[src/rtl/tdq_pkg.sv]
`timescale 1ns / 1ps
`default_nettype none

package tdq_pkg;

    localparam int MAX_TIMERS   = 16;
    localparam int RESULT_LIMIT = 16;

    localparam int MODE_W = 2;
    localparam int TIME_W = 48;
    localparam int ID_W   = 4;
    localparam int STEP_W = 32;
    localparam int KIND_W = 3;

    localparam int SLOT_W = (MAX_TIMERS > 1) ? $clog2(MAX_TIMERS) : 1;
    localparam int CNT_W  = $clog2(MAX_TIMERS + 1);
    localparam int RES_W  = $clog2(RESULT_LIMIT + 1);

    localparam logic [MODE_W-1:0] MODE_SUBMIT  = 2'd0;
    localparam logic [MODE_W-1:0] MODE_CANCEL  = 2'd1;
    localparam logic [MODE_W-1:0] MODE_CLEAR   = 2'd2;
    localparam logic [MODE_W-1:0] MODE_ADVANCE = 2'd3;

    localparam logic [KIND_W-1:0] KIND_SUBMIT_ACK = 3'd0;
    localparam logic [KIND_W-1:0] KIND_CANCEL_ACK = 3'd1;
    localparam logic [KIND_W-1:0] KIND_FIRED      = 3'd2;
    localparam logic [KIND_W-1:0] KIND_CLEAR_ACK  = 3'd3;
    localparam logic [KIND_W-1:0] KIND_NONE_FIRED = 3'd4;

    typedef enum logic [1:0] {
        ST_IDLE,
        ST_SCAN,
        ST_PUSH
    } state_t;

endpackage

`default_nettype wire

[src/rtl/tdq_if.sv]
`timescale 1ns / 1ps
`default_nettype none

interface tdq_cmd_if;
    logic                        valid;
    logic                        ready;
    logic [tdq_pkg::MODE_W-1:0]  mode;
    logic [tdq_pkg::TIME_W-1:0]  deadline;
    logic [tdq_pkg::ID_W-1:0]    timer_id;
    logic [tdq_pkg::STEP_W-1:0]  step;

    modport source (output valid, output mode, output deadline, output timer_id,
                    output step, input ready);
    modport sink   (input valid, input mode, input deadline, input timer_id,
                    input step, output ready);
endinterface

interface tdq_rsp_if;
    logic                        valid;
    logic                        ready;
    logic [tdq_pkg::KIND_W-1:0]  kind;
    logic [tdq_pkg::ID_W-1:0]    out_id;
    logic                        success;
    logic                        last;

    modport source (output valid, output kind, output out_id, output success,
                    output last, input ready);
    modport sink   (input valid, input kind, input out_id, input success,
                    input last, output ready);
endinterface

`default_nettype wire

[src/rtl/timer_deadline_queue.sv]
// Cancel and clear each give one result.
// Submit and advance run one pass of the shared deadline comparator per fired
// timer plus a final pass.
// One request at a time; the next is taken once the last result is in the output register.
// Reset (async, active low) clears time, armed bits, free stack count and fresh id.
`timescale 1ns / 1ps
`default_nettype none

module timer_deadline_queue (
    input  wire logic  clk,
    input  wire logic  rst_n,
    tdq_cmd_if.sink    cmd,
    tdq_rsp_if.source  rsp
);

    localparam int SLOT_W = tdq_pkg::SLOT_W;
    localparam int TIME_W = tdq_pkg::TIME_W;
    localparam int CNT_W  = tdq_pkg::CNT_W;
    localparam int RES_W  = tdq_pkg::RES_W;
    localparam int KIND_W = tdq_pkg::KIND_W;
    localparam int ID_W   = tdq_pkg::ID_W;
    localparam int NT     = tdq_pkg::MAX_TIMERS;

    tdq_pkg::state_t state_reg, state_next;

    logic [TIME_W-1:0]  now_reg, now_next;
    logic [NT-1:0]      armed_reg, armed_next;
    logic [CNT_W-1:0]   free_count_reg, free_count_next;
    logic [CNT_W-1:0]   fresh_reg, fresh_next;

    logic [TIME_W-1:0]  dl_mem [NT];
    logic [SLOT_W-1:0]  stack_mem [NT];

    logic               dl_we;
    logic [SLOT_W-1:0]  dl_waddr;
    logic               stk_we;
    logic [SLOT_W-1:0]  stk_waddr;
    logic [SLOT_W-1:0]  stk_wdata;
    logic [SLOT_W-1:0]  stk_raddr;

    logic [SLOT_W-1:0]  scan_idx_reg, scan_idx_next;
    logic               found_reg, found_next;
    logic [SLOT_W-1:0]  best_id_reg, best_id_next;
    logic [TIME_W-1:0]  best_dl_reg, best_dl_next;
    logic [SLOT_W-1:0]  fire_id_reg, fire_id_next;
    logic [RES_W-1:0]   res_cnt_reg, res_cnt_next;
    logic               have_pend_reg, have_pend_next;
    logic               push_final_reg, push_final_next;

    logic [KIND_W-1:0]  pend_kind_reg, pend_kind_next;
    logic [ID_W-1:0]    pend_id_reg, pend_id_next;
    logic               pend_ok_reg, pend_ok_next;

    logic               out_valid_reg, out_valid_next;
    logic [KIND_W-1:0]  out_kind_reg, out_kind_next;
    logic [ID_W-1:0]    out_id_reg, out_id_next;
    logic               out_ok_reg, out_ok_next;
    logic               out_last_reg, out_last_next;

    logic               cmd_fire;
    logic               out_free;
    logic [TIME_W-1:0]  rd_dl_reg;
    logic               cand;
    logic               found_scan;
    logic [SLOT_W-1:0]  best_id_scan;
    logic               scan_last;
    logic               fire_ok;
    logic [TIME_W:0]    time_sum;
    logic [SLOT_W-1:0]  cancel_slot;
    logic [SLOT_W-1:0]  pop_id_reg;
    logic [SLOT_W-1:0]  release_id;
    logic               release_en;

    assign cmd.ready   = (state_reg == tdq_pkg::ST_IDLE);
    assign cmd_fire    = cmd.valid && cmd.ready;
    assign out_free    = !out_valid_reg || rsp.ready;

    assign rsp.valid   = out_valid_reg;
    assign rsp.kind    = out_kind_reg;
    assign rsp.out_id  = out_id_reg;
    assign rsp.success = out_ok_reg;
    assign rsp.last    = out_last_reg;

    // one step of the shared deadline compare; ties keep the lower id
    assign cand         = armed_reg[scan_idx_reg] && (rd_dl_reg <= now_reg) &&
                          (!found_reg || (rd_dl_reg < best_dl_reg));
    assign found_scan   = found_reg || cand;
    assign best_id_scan = cand ? scan_idx_reg : best_id_reg;
    assign scan_last    = (scan_idx_reg == SLOT_W'(NT - 1));
    assign fire_ok      = found_scan && (res_cnt_reg < RES_W'(tdq_pkg::RESULT_LIMIT));

    assign time_sum     = {1'b0, now_reg} + (TIME_W + 1)'(cmd.step);
    assign cancel_slot  = SLOT_W'(cmd.timer_id);
    // top of the free stack as it stands after this cycle
    assign stk_raddr    = SLOT_W'(free_count_next - CNT_W'(1));

    always_comb
    begin
        state_next = state_reg;
        unique case (state_reg)
            tdq_pkg::ST_IDLE:
            begin
                if (cmd_fire)
                begin
                    if (cmd.mode == tdq_pkg::MODE_SUBMIT || cmd.mode == tdq_pkg::MODE_ADVANCE)
                        state_next = tdq_pkg::ST_SCAN;
                    else
                        state_next = tdq_pkg::ST_PUSH;
                end
            end
            tdq_pkg::ST_SCAN:
            begin
                if (scan_last)
                begin
                    if (fire_ok && !have_pend_reg)
                        state_next = tdq_pkg::ST_SCAN;
                    else
                        state_next = tdq_pkg::ST_PUSH;
                end
            end
            tdq_pkg::ST_PUSH:
            begin
                if (out_free)
                    state_next = push_final_reg ? tdq_pkg::ST_IDLE : tdq_pkg::ST_SCAN;
            end
            default:
            begin
                state_next = tdq_pkg::ST_IDLE;
            end
        endcase
    end

    always_comb
    begin
        now_next        = now_reg;
        armed_next      = armed_reg;
        free_count_next = free_count_reg;
        fresh_next      = fresh_reg;
        dl_we           = 1'b0;
        dl_waddr        = '0;
        release_en      = 1'b0;
        release_id      = '0;
        scan_idx_next   = scan_idx_reg;
        found_next      = found_reg;
        best_id_next    = best_id_reg;
        best_dl_next    = best_dl_reg;
        fire_id_next    = fire_id_reg;
        res_cnt_next    = res_cnt_reg;
        have_pend_next  = have_pend_reg;
        push_final_next = push_final_reg;
        pend_kind_next  = pend_kind_reg;
        pend_id_next    = pend_id_reg;
        pend_ok_next    = pend_ok_reg;
        out_valid_next  = out_valid_reg && !rsp.ready;
        out_kind_next   = out_kind_reg;
        out_id_next     = out_id_reg;
        out_ok_next     = out_ok_reg;
        out_last_next   = out_last_reg;

        unique case (state_reg)
            tdq_pkg::ST_IDLE:
            begin
                if (cmd_fire)
                begin
                    scan_idx_next = '0;
                    found_next    = 1'b0;
                    unique case (cmd.mode)
                        tdq_pkg::MODE_SUBMIT:
                        begin
                            pend_kind_next = tdq_pkg::KIND_SUBMIT_ACK;
                            pend_id_next   = '0;
                            pend_ok_next   = 1'b0;
                            if (free_count_reg != '0)
                            begin
                                free_count_next = free_count_reg - CNT_W'(1);
                                dl_waddr        = pop_id_reg;
                                dl_we           = 1'b1;
                            end
                            else if (fresh_reg < CNT_W'(NT))
                            begin
                                fresh_next = fresh_reg + CNT_W'(1);
                                dl_waddr   = SLOT_W'(fresh_reg);
                                dl_we      = 1'b1;
                            end
                            if (dl_we)
                            begin
                                armed_next[dl_waddr] = 1'b1;
                                pend_id_next         = ID_W'(dl_waddr);
                                pend_ok_next         = 1'b1;
                            end
                            have_pend_next = 1'b1;
                            res_cnt_next   = RES_W'(1);
                        end
                        tdq_pkg::MODE_CANCEL:
                        begin
                            pend_kind_next  = tdq_pkg::KIND_CANCEL_ACK;
                            pend_id_next    = cmd.timer_id;
                            pend_ok_next    = 1'b0;
                            push_final_next = 1'b1;
                            have_pend_next  = 1'b1;
                            if ((int'(cmd.timer_id) < NT) && armed_reg[cancel_slot])
                            begin
                                armed_next[cancel_slot] = 1'b0;
                                release_en              = 1'b1;
                                release_id              = cancel_slot;
                                pend_ok_next            = 1'b1;
                            end
                        end
                        tdq_pkg::MODE_CLEAR:
                        begin
                            armed_next      = '0;
                            free_count_next = '0;
                            fresh_next      = '0;
                            pend_kind_next  = tdq_pkg::KIND_CLEAR_ACK;
                            pend_id_next    = '0;
                            pend_ok_next    = 1'b0;
                            push_final_next = 1'b1;
                            have_pend_next  = 1'b1;
                        end
                        tdq_pkg::MODE_ADVANCE:
                        begin
                            now_next       = time_sum[TIME_W] ? '1 : time_sum[TIME_W-1:0];
                            have_pend_next = 1'b0;
                            res_cnt_next   = '0;
                        end
                        default:
                        begin
                            have_pend_next = have_pend_reg;
                        end
                    endcase
                end
            end
            tdq_pkg::ST_SCAN:
            begin
                if (!scan_last)
                begin
                    scan_idx_next = scan_idx_reg + SLOT_W'(1);
                    found_next    = found_scan;
                    best_id_next  = best_id_scan;
                    if (cand)
                        best_dl_next = rd_dl_reg;
                end
                else if (fire_ok)
                begin
                    armed_next[best_id_scan] = 1'b0;
                    release_en      = 1'b1;
                    release_id      = best_id_scan;
                    fire_id_next    = best_id_scan;
                    push_final_next = 1'b0;
                    scan_idx_next   = '0;
                    found_next      = 1'b0;
                    if (!have_pend_reg)
                    begin
                        // first fire of an advance: nothing older waits to go out
                        pend_kind_next = tdq_pkg::KIND_FIRED;
                        pend_id_next   = ID_W'(best_id_scan);
                        pend_ok_next   = 1'b0;
                        have_pend_next = 1'b1;
                        res_cnt_next   = res_cnt_reg + RES_W'(1);
                    end
                end
                else
                begin
                    push_final_next = 1'b1;
                    if (!have_pend_reg)
                    begin
                        pend_kind_next = tdq_pkg::KIND_NONE_FIRED;
                        pend_id_next   = '0;
                        pend_ok_next   = 1'b0;
                        have_pend_next = 1'b1;
                    end
                end
            end
            tdq_pkg::ST_PUSH:
            begin
                if (out_free)
                begin
                    out_valid_next = 1'b1;
                    out_kind_next  = pend_kind_reg;
                    out_id_next    = pend_id_reg;
                    out_ok_next    = pend_ok_reg;
                    out_last_next  = push_final_reg;
                    if (!push_final_reg)
                    begin
                        pend_kind_next = tdq_pkg::KIND_FIRED;
                        pend_id_next   = ID_W'(fire_id_reg);
                        pend_ok_next   = 1'b0;
                        res_cnt_next   = res_cnt_reg + RES_W'(1);
                        scan_idx_next  = '0;
                        found_next     = 1'b0;
                    end
                end
            end
            default:
            begin
                out_valid_next = out_valid_reg;
            end
        endcase

        stk_we    = release_en && (free_count_reg < CNT_W'(NT));
        stk_waddr = SLOT_W'(free_count_reg);
        stk_wdata = release_id;
        if (stk_we)
            free_count_next = free_count_reg + CNT_W'(1);
    end

    always_ff @(posedge clk or negedge rst_n)
    begin
        if (!rst_n)
        begin
            state_reg      <= tdq_pkg::ST_IDLE;
            now_reg        <= '0;
            armed_reg      <= '0;
            free_count_reg <= '0;
            fresh_reg      <= '0;
            scan_idx_reg   <= '0;
            found_reg      <= 1'b0;
            res_cnt_reg    <= '0;
            have_pend_reg  <= 1'b0;
            push_final_reg <= 1'b0;
            out_valid_reg  <= 1'b0;
        end
        else
        begin
            state_reg      <= state_next;
            now_reg        <= now_next;
            armed_reg      <= armed_next;
            free_count_reg <= free_count_next;
            fresh_reg      <= fresh_next;
            scan_idx_reg   <= scan_idx_next;
            found_reg      <= found_next;
            res_cnt_reg    <= res_cnt_next;
            have_pend_reg  <= have_pend_next;
            push_final_reg <= push_final_next;
            out_valid_reg  <= out_valid_next;
        end
    end

    always_ff @(posedge clk)
    begin
        best_id_reg   <= best_id_next;
        best_dl_reg   <= best_dl_next;
        fire_id_reg   <= fire_id_next;
        pend_kind_reg <= pend_kind_next;
        pend_id_reg   <= pend_id_next;
        pend_ok_reg   <= pend_ok_next;
        out_kind_reg  <= out_kind_next;
        out_id_reg    <= out_id_next;
        out_ok_reg    <= out_ok_next;
        out_last_reg  <= out_last_next;
    end

    // registered reads; a write to the address being read passes straight through
    always_ff @(posedge clk)
    begin
        if (dl_we)
            dl_mem[dl_waddr] <= cmd.deadline;
        if (stk_we)
            stack_mem[stk_waddr] <= stk_wdata;
        if (dl_we && (dl_waddr == scan_idx_next))
            rd_dl_reg <= cmd.deadline;
        else
            rd_dl_reg <= dl_mem[scan_idx_next];
        if (stk_we && (stk_waddr == stk_raddr))
            pop_id_reg <= stk_wdata;
        else
            pop_id_reg <= stack_mem[stk_raddr];
    end

endmodule

`default_nettype wire

[src/flat_wrapper.sv]
// flat-port wrapper written by rule: the top's interface ports become plain ports
module timer_deadline_queue_flat 
  (clk, rst_n, cmd_valid, cmd_mode, cmd_deadline, cmd_timer_id, cmd_step, cmd_ready, rsp_valid, rsp_kind, rsp_out_id, rsp_success, rsp_last, rsp_ready);
  tdq_cmd_if cmd_i ();
  tdq_rsp_if rsp_i ();
  input  wire logic clk;
  input  wire logic rst_n;
  input wire logic [$bits(cmd_i.valid)-1:0] cmd_valid;
  input wire logic [$bits(cmd_i.mode)-1:0] cmd_mode;
  input wire logic [$bits(cmd_i.deadline)-1:0] cmd_deadline;
  input wire logic [$bits(cmd_i.timer_id)-1:0] cmd_timer_id;
  input wire logic [$bits(cmd_i.step)-1:0] cmd_step;
  output wire logic [$bits(cmd_i.ready)-1:0] cmd_ready;
  output wire logic [$bits(rsp_i.valid)-1:0] rsp_valid;
  output wire logic [$bits(rsp_i.kind)-1:0] rsp_kind;
  output wire logic [$bits(rsp_i.out_id)-1:0] rsp_out_id;
  output wire logic [$bits(rsp_i.success)-1:0] rsp_success;
  output wire logic [$bits(rsp_i.last)-1:0] rsp_last;
  input wire logic [$bits(rsp_i.ready)-1:0] rsp_ready;
  assign cmd_i.valid = cmd_valid;
  assign cmd_i.mode = cmd_mode;
  assign cmd_i.deadline = cmd_deadline;
  assign cmd_i.timer_id = cmd_timer_id;
  assign cmd_i.step = cmd_step;
  assign cmd_ready = cmd_i.ready;
  assign rsp_valid = rsp_i.valid;
  assign rsp_kind = rsp_i.kind;
  assign rsp_out_id = rsp_i.out_id;
  assign rsp_success = rsp_i.success;
  assign rsp_last = rsp_i.last;
  assign rsp_i.ready = rsp_ready;
  timer_deadline_queue u_core (.clk(clk), .rst_n(rst_n), .cmd(cmd_i), .rsp(rsp_i));
endmodule
[config.mk]
export PLATFORM = sky130hd
export DESIGN_NAME = timer_deadline_queue_flat
export DESIGN_NICKNAME = d
export VERILOG_FILES = /design/src/rtl/tdq_pkg.sv /design/src/rtl/tdq_if.sv /design/src/rtl/timer_deadline_queue.sv /design/src/flat_wrapper.sv
export SDC_FILE = /design/constraint.sdc
export NUM_CORES = 1
export LEC_CHECK = 0
export ABC_AREA = 1
export BUFFER_PORTS_ARGS = -buffer_cell sky130_fd_sc_hd__clkbuf_2
export CORE_MARGIN = 2
export CORE_UTILIZATION = 45
export DETAILED_ROUTE_END_ITERATION = 10
export PLACE_DENSITY_LB_ADDON = 0.05
export SYNTH_ARGS = -nofsm -noshare
export SYNTH_HDL_FRONTEND = slang
export SYNTH_SLANG_ARGS = --single-unit
[constraint.sdc]
create_clock -name clk -period 7.7 [get_ports clk]
set_clock_uncertainty 0.05 [all_clocks]
set_input_delay 0.77 -clock clk [delete_from_list [all_inputs] [get_ports clk]]
set_output_delay 0.77 -clock clk [all_outputs]
set_load 0.01 [all_outputs]
==> summary.md <==
| Metric | Value |
|---|---|
| Vias | 30157 |
| Mux cell area share after synthesis | 0% |
| Via/cell ratio | 5.705 |
| Reg clk slew, reported paths | 0.06 ns |
| Ys Warns | 0 |
| Total CTS buffers | between 100 and 150 |
| Starting DRC count in detailed routing | 3102 |
| DRC | 0 |
| Fin cells | 5286 |
| Post-synthesis xor/xnor area fraction | 0.6883% |
| Worst Tran Pin Value | 1.302 ns |
| Utilization after layout | 50.86% |
| IO Port Bufs | 100 |
| Starting Density | 45.32% |
| Setup CP Type | flip-flop to flip-flop |
| Placed inst area | 46530 um2 |
| Most frequent cells in the layout | edfxtp_1, nor2_1, o21ai_0, nand2_1, inv_1 |
| Setup violators final | 0 |
| Post-synth EDFFs | between 900 and 1000 |
| Dpl ws | 1.895 ns |
| Final worst-path setup slack | between 1.5 and 2 ns |
| Cell taking the most area after synthesis | edfxtp_1 |
| Final max-slew violation count | 0 |
| Drt wl/cell | 24.00 um |
| Max FFs per register | 768 |
| Clk Tree Root Cell | clkbuf_16 |
| Post-route ant nets | 0 |
| Total I/O pin count | 101 |
| Main synth FF type | edfxtp_1 |
| H-tree levels | 3 |
| Core ar. | 98280 um2 |
| Avg Inst Size Synth | 11.62 um2 |
| Hold_ws | 0.3588 ns |
| CTS tree | yes |
| Most common library cell in the layout ignoring fill and taps | edfxtp_1 |
| Power after layout | roughly 18 mW |
| Post-DP HPWL | 71380 um |
| Tcrit/Tclk final | 75.70% |
| Fin nets | 4141 |
| Drt first pass iters | 5 |
| Largest family of logic cells by synthesized area | compound AO/OA/AOI/OAI gates |
| Simple-gate share of the synthesized area | 11.07% |
| Post-synth cell types | 63 |
| Synthesized cell area | 44540 um2 |
| Biggest register | u_core.dl_mem |
| Crit path DAT | 6.08 ns |
| Worst-Skew Late Latency | 0.69 ns |
| Period minus WS final | 5.829 ns |
| GP Congestion | 0.8915 |
| Max Clock Freq | 0.1716 GHz |
| Die width | 318.6 um |
| Post-synth ARST share | 8.882% |
| DP Cell Count | 5081 |
| Gr usage total | about a quarter |
| RSZ-0062 raised after global routing | false |
| Worst Path Required | 7.95 ns |
| Fin Setup TNS | 0 ns |
| Share of the synthesized area in the top cell type | about three fifths |
| Adder-cell share of the synthesized area | 4.119% |
| Slew headroom | about an eighth |
| Synth Net Count | 4070 |
| Sink Count | ~1000 |
| Vias in the first global route | 29400 |
| Hold Fails Final Rpt | 0 |
| Area contributors post-synth | edfxtp_1, o21ai_0, dfrtp_1 |
| Total gr overflow | 0 |
| HP Class | flip-flop to flip-flop |
| Regs by FF count | u_core.dl_mem x768, u_core.stack_mem x64 |
| Total routed wirelength | between 100000 and 150000 um |
| #FFs+latches synth | 1002 |
| Complex-gate fraction of the synthesized area | 13.65% |
| Setup Buffers After CTS | 0 |
| Final instance area | 49980 um2 |
| Seq/Total Area, Yosys | 66.38% |
| Type of origin of the critical path | flip-flop |
| Largest net degree at the start of global routing | about 220 |
| Row count | between 100 and 150 |
| LEAKAGE | ~18 nW |
| Layout cells sized above 1 | 9.765% |
| Initial antenna violation count | 7 |
| Die Area | 101500 um2 |
| PwrDens | 356.1 nW/um2 |
| First-pass GRT wire length | between 150000 and 200000 um |
| CP endpoint kind | flip-flop |
| Vert. Die Dim | between 300 and 400 um |
| Status | finished clean |
| Max Cap Viol | 0 |
| CP Max Fanout | 179 |
| VDD IR-drop max | 0.2980 mV |
| Area grow syn2layout | 12.22% |
| Max clock buf depth | 3 |
| Mapped Cells | 3834 |
## Yosys cell counts, drive strengths merged, types with 14 or more instances
master  count
buf        28
nand3     146
nand2     412
nor2      577
dfrtp      89
nand4      24
edfxtp    905
xor2       20
a21oi     143
o22ai      56
o211ai     47
a22oi      33
a31oi      14
o221ai    165
o21ai     493
nor3       26
clkbuf    160
ha        145
xnor2      15
inv       278
## per-layer routing
| metal | share of wire, % | GRT usage, % | vias to the layer above |
|---|---|---|---|
| met2 | 46 | 39.51 | 857 |
| met4 | 1.7 | 5.445 | 2 |
| li1 | - | - | 14130 |
| met3 | 5.1 | 3.205 | 146 |
| met5 | 0.010 | 0 | - |
| met1 | 47 | 36.61 | 15022 |
## power breakdown
group	internal [mW]	total [mW]	switching, mW
logic	1.76	6.02	4.26
clock network	2.86	5.05	2.19
registers	6.45	6.72	0.277
total	11.1	17.8	6.73
## critical path: stages (launching register included)
cell and delay (ns):
dfxtp_4 0.41, clkinv_8 0.41, buf_4 0.56, o21ai_0 0.21, o221ai_1 0.12, o211ai_1 0.15
nand2_1 0.25, ha_1 0.39, nand4_1 0.13, nor2_1 0.18, nand3_1 0.18, nor4_2 0.21
o21ai_0 0.14, nand3_1 0.08, nand2_1 0.10, nand2_1 0.11, clkinv_1 0.24, nand3_1 0.18
nand2_2 0.10, o22ai_1 0.98
## logic make-up after synthesis
kind of cell    after synthesis
simple gates               1202
flops                      1002
compound gates              981
buf+inv                     468
fa+ha+maj                   146
xor+xnor                     35
## path summary, 6_finish.rpt
kind / cells past startpoint / slack (ns) / to / from
max in group asynchronous: 3 / 5.82 / u_core.armed_reg[10] / rst_n
min in group asynchronous: 2 / 0.49 / u_core.now_reg[5] / rst_n
max: 19 / 1.87 / u_core.stack_mem[6][0] / flip-flop
min: 0 / 0.36 / u_core.rsp.kind[2] / u_core.pend_kind_reg[2]
max reg2reg: 19 / 1.87 / u_core.stack_mem[6][0] / flip-flop
min reg2reg: 0 / 0.36 / u_core.rsp.kind[2] / u_core.pend_kind_reg[2]
## what timing repair did
action	4_1_cts	5_1_grt
hold endpoints to repair	25	0
resized for setup	0	0
hold buffers	1	0
## cell type report
class	count	area [um2]
Multi-Input combinational cell	2364	13270
Inverter	280	1072
Fill cell	8653	48300
Sequential cell	1002	29580
Clock inverter	62	538.0
Antenna cell	5	12.51
Clock buffer	137	2885
Timing Repair Buffer	149	1011
Tap cell	1287	1610
(Power assumes the default switching activity.)
